## src/rtl/fmrt_pkg.sv

```systemverilog
`timescale 1ns / 1ps
package fmrt_pkg;

  localparam int unsigned NUM_RULES_DEF   = 64;
  localparam int unsigned ACTION_BITS_DEF = 32;
  localparam int unsigned IDX_W           = 8;
  localparam int unsigned MASK_W          = 32;
  localparam int unsigned WORD_W          = 32;
  localparam int unsigned HIT_IDX_W       = 6;

  typedef enum logic [1:0] {
    MODE_LOOKUP = 2'd0,
    MODE_ADD    = 2'd1,
    MODE_DELETE = 2'd2,
    MODE_READ   = 2'd3
  } mode_t;

  // Request plus the result it collects while walking the cell chain
  typedef struct packed {
    mode_t               mode;
    logic [IDX_W-1:0]    idx;
    logic [MASK_W-1:0]   rule_mask;
    logic [WORD_W-1:0]   rule_action;
    logic [MASK_W-1:0]   packet_mask;
    logic                search;
    logic                status;
    logic                hit;
    logic [IDX_W-1:0]    hit_index;
    logic                entry_valid;
    logic [MASK_W-1:0]   entry_mask;
    logic [WORD_W-1:0]   action;
  } tok_t;

endpackage

```

## src/rtl/fmrt_cell.sv

```systemverilog
`timescale 1ns / 1ps
module fmrt_cell #(
  parameter int unsigned CELL_IDX    = 0,
  parameter int unsigned ACTION_BITS = fmrt_pkg::ACTION_BITS_DEF
) (
  input  logic            clk,
  input  logic            rst_n,
  input  logic            act_i,
  input  fmrt_pkg::tok_t  tok_i,
  output logic            act_o,
  output fmrt_pkg::tok_t  tok_o
);

  // Action bits above the input word are always zero, so keep at most one word
  localparam int unsigned AW = (ACTION_BITS < fmrt_pkg::WORD_W) ? ACTION_BITS
                                                                : fmrt_pkg::WORD_W;

  logic                          vld_r;
  logic [fmrt_pkg::MASK_W-1:0]   mask_r;
  logic [AW-1:0]                 act_r;
  logic                          act_o_r;
  fmrt_pkg::tok_t                tok_o_r;
  fmrt_pkg::tok_t                tok_nxt;
  logic                          sel;
  logic                          match;
  logic [fmrt_pkg::MASK_W-1:0]   mask_rd;
  logic [fmrt_pkg::WORD_W-1:0]   act_rd;

  assign sel     = (tok_i.idx == fmrt_pkg::IDX_W'(CELL_IDX));
  // An empty entry reads as zero
  assign mask_rd = vld_r ? mask_r : '0;
  assign act_rd  = vld_r ? fmrt_pkg::WORD_W'(act_r) : '0;
  assign match   = tok_i.search && !tok_i.hit && vld_r &&
                   ((mask_r & tok_i.packet_mask) == mask_r);

  always_comb begin
    tok_nxt = tok_i;
    if (match) begin
      tok_nxt.hit       = 1'b1;
      tok_nxt.hit_index = fmrt_pkg::IDX_W'(CELL_IDX);
      tok_nxt.action    = act_rd;
    end
    if (sel && tok_i.mode == fmrt_pkg::MODE_READ) begin
      tok_nxt.entry_valid = vld_r;
      tok_nxt.entry_mask  = mask_rd;
      tok_nxt.action      = act_rd;
    end
  end

  always_ff @(posedge clk) begin
    if (!rst_n) begin
      vld_r   <= 1'b0;
      act_o_r <= 1'b0;
    end else begin
      act_o_r <= act_i;
      if (act_i && sel) begin
        case (tok_i.mode)
          fmrt_pkg::MODE_ADD:    vld_r <= 1'b1;
          fmrt_pkg::MODE_DELETE: vld_r <= 1'b0;
          default:               vld_r <= vld_r;
        endcase
      end
    end
  end

  always_ff @(posedge clk) begin
    tok_o_r <= tok_nxt;
    if (act_i && sel && tok_i.mode == fmrt_pkg::MODE_ADD) begin
      mask_r <= tok_i.rule_mask;
      act_r  <= tok_i.rule_action[AW-1:0];
    end
  end

  assign act_o = act_o_r;
  assign tok_o = tok_o_r;

endmodule

```

## config.mk

```make
export PLATFORM = sky130hd
export DESIGN_NAME = fmrt_cell
export DESIGN_NICKNAME = d
export VERILOG_FILES = /design/src/rtl/fmrt_pkg.sv /design/src/rtl/fmrt_cell.sv
export SDC_FILE = /design/constraint.sdc
export NUM_CORES = 1
export LEC_CHECK = 0
export BUFFER_PORTS_ARGS = -buffer_cell sky130_fd_sc_hd__buf_2
export CAP_MARGIN = 20
export CELL_PAD_IN_SITES_DETAIL_PLACEMENT = 1
export CELL_PAD_IN_SITES_GLOBAL_PLACEMENT = 1
export CORE_ASPECT_RATIO = 1.5
export CORE_MARGIN = 1
export CORE_UTILIZATION = 25
export DETAILED_ROUTE_END_ITERATION = 10
export PLACE_DENSITY_LB_ADDON = 0.1
export SKIP_LAST_GASP = 1
export SYNTH_ARGS = -nofsm -noshare
export SYNTH_HDL_FRONTEND = slang
export SYNTH_SLANG_ARGS = --single-unit
```

## constraint.sdc

```tcl
create_clock -name clk -period 4.5 [get_ports clk]
set_input_delay 1.125 -clock clk [delete_from_list [all_inputs] [get_ports clk]]
set_output_delay 1.125 -clock clk [all_outputs]
set_load 0.01 [all_outputs]
```

== Word level (Yosys, flattened, before mapping) ==
Index checks and enable logic that the tools add are counted.

* Flip-flop bits (word level): 248
* Input bits: 185
* Output and inout bits: 183
* Word-level logic and storage cells: 36

* Eq/ne operators: 4
* Multiplexer cells: 5
* Bitwise gates (word level): 1
* Reductions and logical operators: 10

{| class="wikitable"
|+ Operators with widths
! operator !! count
|-
| 32-bit two-way mux || 3
|-
| 65-bit two-way mux || 1
|-
| 32-bit AND || 1
|-
| 32-bit equality test || 1
|-
| 8-bit zero test || 1
|-
| 1-bit logical AND || 6
|-
| 2-bit equality test (second input constant) || 2
|-
| 2-bit by 1-bit equality test with 1-bit output (second input constant) || 1
|-
| 1-bit one-hot mux with 2 select lines || 1
|-
| 2-bit AND reduction || 1
|-
| 2-bit nonzero test || 1
|-
| 1-bit zero test || 1
|}

== Logic depth before layout (Yosys ltp) ==
Gate-level depths: netlist of the first run.

* Word-level depth: 6
* Mapped depth: 7
* Gate-level depth less buffers: 5

== Worst setup path after synthesis of the first run ==
Ideal clock, no wire load.

* Path kind: input to register
* Start point: input tok_i[175] (netlist name)
* End point: register act_r[0], enable pin
* Library setup time: 0.429 ns
* Arrival time: 3.399 ns
* Required time: 4.071 ns
* Path slack: 0.672 ns
* Cell stages on the path: 3
* Buffers on the path: 0
* Path through: or4_1 nor2_4 and3_1

* Cells in the longest elaborated chain, start to end: 3

{| class="wikitable"
|+ RTL lines
! what !! RTL line !! text
|-
| start: declaration || fmrt_cell.sv:9 || <nowiki>input fmrt_pkg::tok_t tok_i,</nowiki>
|-
| 8-bit zero test || fmrt_cell.sv:29 || <nowiki>assign sel = (tok_i.idx == fmrt_pkg::IDX_W'(CELL_IDX));</nowiki>
|-
| 1-bit logical AND (2 in a row) || fmrt_cell.sv:68 || <nowiki>if (act_i && sel && tok_i.mode == fmrt_pkg::MODE_ADD) begin</nowiki>
|-
| end signal: assignment || fmrt_cell.sv:70 || <nowiki>act_r <= tok_i.rule_action[AW-1:0];</nowiki>
|-
| end: declaration || fmrt_cell.sv:20 || <nowiki>logic [AW-1:0] act_r;</nowiki>
|}

Every way passes these cells.
A chain may end at the register's enable or synchronous reset.

==> flow_summary.ini, run 1 <==
[outcome]
run_status = complete, no violations

[sta]
clock_skew_ps = 11.3
maxSlewHeadroom_pct = 38.7
tightest_slew_ps = 916
whs_ps = 496
finalHoldViolations = 0
max_freq_ghz = 0.352
fin_crit_sh_pct = 63.2
setup_tns_ps = 0
setup_viol = 0
final-max-slew-violation-count = 0
period_minus_slack_ps = 2840
rsz0062_at_grt = no

[cts]
cts_hold_buf = 0
ctsResizeCount = 0
clk_path_buf_depth = 3
postCtsSetupBuffers = 0
htree_levels = 1
clkTransAtPathRegs_ps = 70
clk_latency_ps = 520
cts-root-buf = clkbuf_16
cts_buffers = 25
tritoncts = built
clkSinkCount = 248

[floorplanning]
die_w_um = 141
start_util_pct = 25.7
die_area_um2 = 29600
fp-row-count = 75
die_h_um = 210
ios = 368
core_um2 = 28200

[cells_and_area]
syn2layout_area_growth_pct = 42.1
stdcell_area_um2 = 10300
drive_gt1_share_pct = 44.3
fin_nets = 1108
final_cell_mix = 367 x buf_2, 183 x dfxtp_1, 97 x nand2_1
final_common_cell = buf_2

[job]
cap_violations = 0

[power]
power.density_nw_per_um2 = 463
total_power_w = 0.00475
p_seq_share_pct = 50.3
p_clk_share_pct = 43.6
p_int_w = 0.00374
p_leak_nw = 4.85
ir_drop_mv = 0.255
p_sw_w = 0.00101
p_comb_share_pct = 6.1
switching_share_pct = 21.4

[hold_path]
hold_path.class = flip-flop to flip-flop

[route]
vias_per_cell = 4.03
drtPass1Iterations = 4
drc = 0
route.vias.total = 5175
ant_nets = 0
avgRoutedWirePerCell_um = 17.2
drt_wl_total_um = 22100
detail_route.iter0.violations = 154

[synthesis]
netlist_instances = 539
synthDominantCellAreaShare_pct = 51.0
syn-num-nets = 727
syn_area_um2 = 7220
synth_top_cell_by_area = dfxtp_1
synth.distinct_cells = 27
ys_seq_area_share_pct = 77.6
yosys_warnings = 0
syn-mean-instance-area_um2 = 13.4
synth_area_leaders = dfxtp_1 51%, edfxtp_1 27%, nand2_1 5.1%
synth_seq_cells = 248

[critical_path]
crit_slowest_cell = nor4_1
critPathRequiredTime_ps = 4890
start_kind = input port
endpoint_kind = flip-flop
path_class = input port to flip-flop
cp.arrival_ps = 3240
cp_slowest_stage_delay_ps = 670
critPathMaxFanout = 19
crit_chain = buf_2, nand2b_1, nand4_1, nor4_1, a32oi_4, buf_4, mux2i_1

[global_routing]
grt_max_degree = 67
grt_use_total_pct = 14.7
antenna_found_initial = 2
grt_pass1_vias = 5363
grt_pass1_wl_um = 32000
overflow = 0

[placed_design]
dpl_cell_area_um2 = 9450
dp_hpwl_um = 17100
numPortBuffers = 367
place_congestion = 0.715
flip-flops by register name, summed over array words and instances, names as in the netlist:
signal	flops
act_o	1
act_r	32
mask_r	32
tok_o	182
vld_r	1
final cells by class:
cell class,instances,area (um^2)
Antenna cell,1,2.50
Clock buffer,32,713
Tap cell,346,433
Inverter,35,131
Multi-Input combinational cell,239,1400
Timing Repair Buffer,371,1880
Fill cell,3181,17900
Sequential cell,248,5610
Clock inverter,12,105
Yosys cell counts:
cell type / number
buf_4: 1
o2111ai_1: 2
nor2_1: 2
or4_1: 1
edfxtp_1: 64
nand2_1: 98
or4_4: 1
and3_1: 1
nand3b_1: 1
clkbuf_1: 8
dfxtp_1: 184
nand4_1: 14
mux2_4: 1
a32oi_2: 1
nor2_4: 1
mux2i_1: 32
nor3_1: 3
o21ai_1: 32
ha_1: 3
nand3_1: 1
nand2b_1: 32
inv_1: 35
buf_2: 3
buf_6: 5
nor4_1: 2
and2_1: 9
o21a_1: 2
power by group through the flow:
| stage | sequential (W) | clock (W) | combinational (W) |
|---|---|---|---|
| finish | 0.00239 | 0.00207 | 0.000291 |
| global route | 0.00240 | 0.00223 | 0.000319 |
| CTS | 0.00239 | 0.00215 | 0.000300 |
| detailed placement | 0.00244 | 0 | 0.000299 |
| global placement | 0.00244 | 0 | 0.000298 |
| floorplan | 0.00249 | 0 | 0.0000419 |
worst paths after layout:
check | start | end | slack [ps] | cells past startpoint
hold / removal | act_r[28]$_DFFE_PP_ | tok_o[28]$_DFF_P_ | 500 | 2
hold reg to reg | act_r[28]$_DFFE_PP_ | tok_o[28]$_DFF_P_ | 500 | 2
setup / recovery | tok_i[87] | tok_o[5]$_DFF_P_ | 1660 | 7
setup reg to reg | mask_r[11]$_DFFE_PP_ | tok_o[5]$_DFF_P_ | 2000 | 6
routing by layer:
metal,routed length (um),global-route usage (%)
met1,7710,14.5
met2,12300,29.1
met3,1660,3.88
met4,405,4.50
met5,13,0
cells by family (layout without fill, tap and decap cells):
kind of cell | Yosys count | after routing | share of synthesized area [%]
DFF | 248 | 248 | 77.6
muxes | 33 | 33 | 4.64
AOI/OAI and AO/OA | 37 | 37 | 2.89
and+or+nand+nor | 166 | 166 | 11.0
buffers and inverters | 52 | 450 | 3.33
adders and majority gates | 3 | 3 | 0.520
other | 0 | 1 | 0
worst max-delay path, delay by kind of cell:
family	cells	cell delay, ps
AND/OR/NAND/NOR	3	1000
buffers and inverters	2	470
multiplexers	1	160
AO/OA/AOI/OAI	1	460
per-stage QoR:
stage	std cells	setup slack, ps	util (%)
floorplan	539	672	-
global placement	1239	1070	33.6
detailed placement	1239	1070	33.6
CTS	1283	1630	36.5
global route	1283	1550	36.5
finish	1284	1660	36.5
Power figures use the tool's default switching activity.
==> inputs of run 2 (changes only) <==
- clock period: 4.5 -> 2.4 ns (I/O delays scaled with it)
==> run 2 against run 1 <==
  * Utilization grew 0.49 points
  * Combinational power grew 87%
  * Total power grew 89%
  * Critical path depth is the same
  * Worst hold slack lost 330 ps
  * Register-to-register slack lost 1500 ps
  * Global-route usage grew 0.088 points
  * Critical path type is now flip-flop to flip-flop
  * Largest power group unchanged
==> flow_summary.ini, run 2 (synthesis results as in run 1) <==
[cts]
cts_buffers = 26
clk_latency_ps = 530
cts-root-buf = clkbuf_16
tritoncts = built
clkSinkCount = 248
clkTransAtPathRegs_ps = 60
ctsResizeCount = 0
clk_path_buf_depth = 3
cts_hold_buf = 0
htree_levels = 1
postCtsSetupBuffers = 0

[sta]
clock_skew_ps = 13.2
fin_crit_sh_pct = 78.0
finalHoldViolations = 0
period_minus_slack_ps = 1870
setup_viol = 0
tightest_slew_ps = 784
rsz0062_at_grt = no
setup_tns_ps = 0
final-max-slew-violation-count = 0
max_freq_ghz = 0.534
maxSlewHeadroom_pct = 47.8

[floorplanning]
ios = 368
die_h_um = 210
die_w_um = 141
core_um2 = 28200
fp-row-count = 75
die_area_um2 = 29600
start_util_pct = 25.7

[power]
p_leak_nw = 4.92
p_seq_share_pct = 49.9
p_int_w = 0.00703
switching_share_pct = 21.7
ir_drop_mv = 0.475
p_sw_w = 0.00195
p_comb_share_pct = 6.0
total_power_w = 0.00898
p_clk_share_pct = 44.1
power.density_nw_per_um2 = 863

[cells_and_area]
stdcell_area_um2 = 10400
largest_register_ff_count = 182
nFillCells = 3140
fin_nets = 1115
final_common_cell = buf_2
final_core_util_pct = 37.0
final_cell_mix = 367 x buf_2, 183 x dfxtp_1, 97 x nand2_1
insertedDiodeCount = 0
drive_gt1_share_pct = 44.7
fin_cells = 1293
syn2layout_area_growth_pct = 44.1

[critical_path]
critPathMaxFanout = 17
path_class = flip-flop to flip-flop
endpoint_kind = flip-flop
crit_chain = nand2b_1, nand4_1, nor4_1, buf_4, a32oi_4, buf_12, mux2i_1
regToRegStartpoint = mask_r[12]$_DFFE_PP_
reg2reg_depth = 7
cp_slowest_stage_delay_ps = 390
cp_top_family = simple AND/OR/NAND/NOR gates
critPathRequiredTime_ps = 2820
crit_path_end = tok_o[9]$_DFF_P_
path_buf_inv = 2
cp.depth = 7
crit_slowest_cell = edfxtp_1
cp.arrival_ps = 2290
r2r_end = tok_o[9]$_DFF_P_
reg2reg_slack_ps = 530
start_kind = flip-flop
setup.worst_path.start = mask_r[12]$_DFFE_PP_

[global_routing]
grt_pass1_vias = 5427
overflow = 0
grt_max_degree = 67
grt_pass1_wl_um = 32100
grt_use_total_pct = 14.7
antenna_found_initial = 2

[route]
ant_nets = 0
avgRoutedWirePerCell_um = 17.1
vias_per_cell = 4.04
route.vias.total = 5219
drc = 0
drt_wl_total_um = 22100
drtPass1Iterations = 6
detail_route.iter0.violations = 113

[placed_design]
dp_hpwl_um = 17100
dpl_cell_area_um2 = 9550
numPortBuffers = 367
place_inst = 1245
place_congestion = 0.766

[job]
cap_violations = 0

[hold_path]
hold_depth = 1
hold_path.class = input port to flip-flop

[outcome]
run_status = complete, no violations
run 2: changes by cell type in the layout (fill, tap and decap cells not counted):
cell / previous run / this run
buf_12: 1 / 6
clkbuf_1: 2 / 8
diode_2: 1 / 0
inv_8: 0 / 1
clkinv_1: 5 / 1
bufinv_16: 2 / 0
buf_4: 3 / 4
clkbuf_16: 26 / 29
run 2: worst min path at each step:
stage / to / startpoint
2_1_floorplan: tok_o[10]$_DFF_P_ / act_r[10]$_DFFE_PP_
3_3_place_gp: tok_o[19]$_DFF_P_ / act_r[19]$_DFFE_PP_
3_5_place_dp: tok_o[24]$_DFF_P_ / act_r[24]$_DFFE_PP_
4_1_cts: tok_o[74]$_DFF_P_ / tok_i[74]
5_1_grt: tok_o[74]$_DFF_P_ / tok_i[74]
6_report: tok_o[74]$_DFF_P_ / tok_i[74]
run 2: stage by stage:
stage | setup WS (ps) | hold slack [ps]
finish | 527 | 170
global route | 397 | 143
CTS | 477 | 138
detailed placement | 159 | 500
global placement | 128 | 487
floorplan | 109 | 480
run 2: worst reg2reg max path: cells and delay by family, from the launching register on:
| family | cells | cell delay, ps |
|---|---|---|
| AND/OR/NAND/NOR | 3 | 680 |
| buffers and inverters | 2 | 400 |
| flip-flops | 1 | 390 |
| AO/OA/AOI/OAI | 1 | 140 |
| multiplexers | 1 | 140 |
run 2: layer usage:
layer	GRT usage [%]	wire, um	vias to the layer above
li1	-	-	2554
met1	14.3	7630	2400
met2	29.5	12400	228
met3	4.18	1690	33
met4	4.50	363	4
met5	0	31	-
run 2: power groups by stage:
stage	sequential, W	clock [W]	combinational [W]
floorplan	0.00467	0	0.0000788
global placement	0.00457	0	0.000558
detailed placement	0.00457	0	0.000560
CTS	0.00448	0.00412	0.000561
global route	0.00449	0.00427	0.000597
finish	0.00448	0.00396	0.000543
run 2: final cells by class:
type / count / area, um^2 / area share (%)
repair buffers: 377 / 1990 / 19.1
flip-flops and latches: 248 / 5610 / 53.9
multi-input cells: 239 / 1400 / 13.4
clock buffers: 41 / 811 / 7.79
well taps: 346 / 433 / 4.16
clock inverters: 7 / 41.3 / 0.397
inverters: 35 / 131 / 1.26
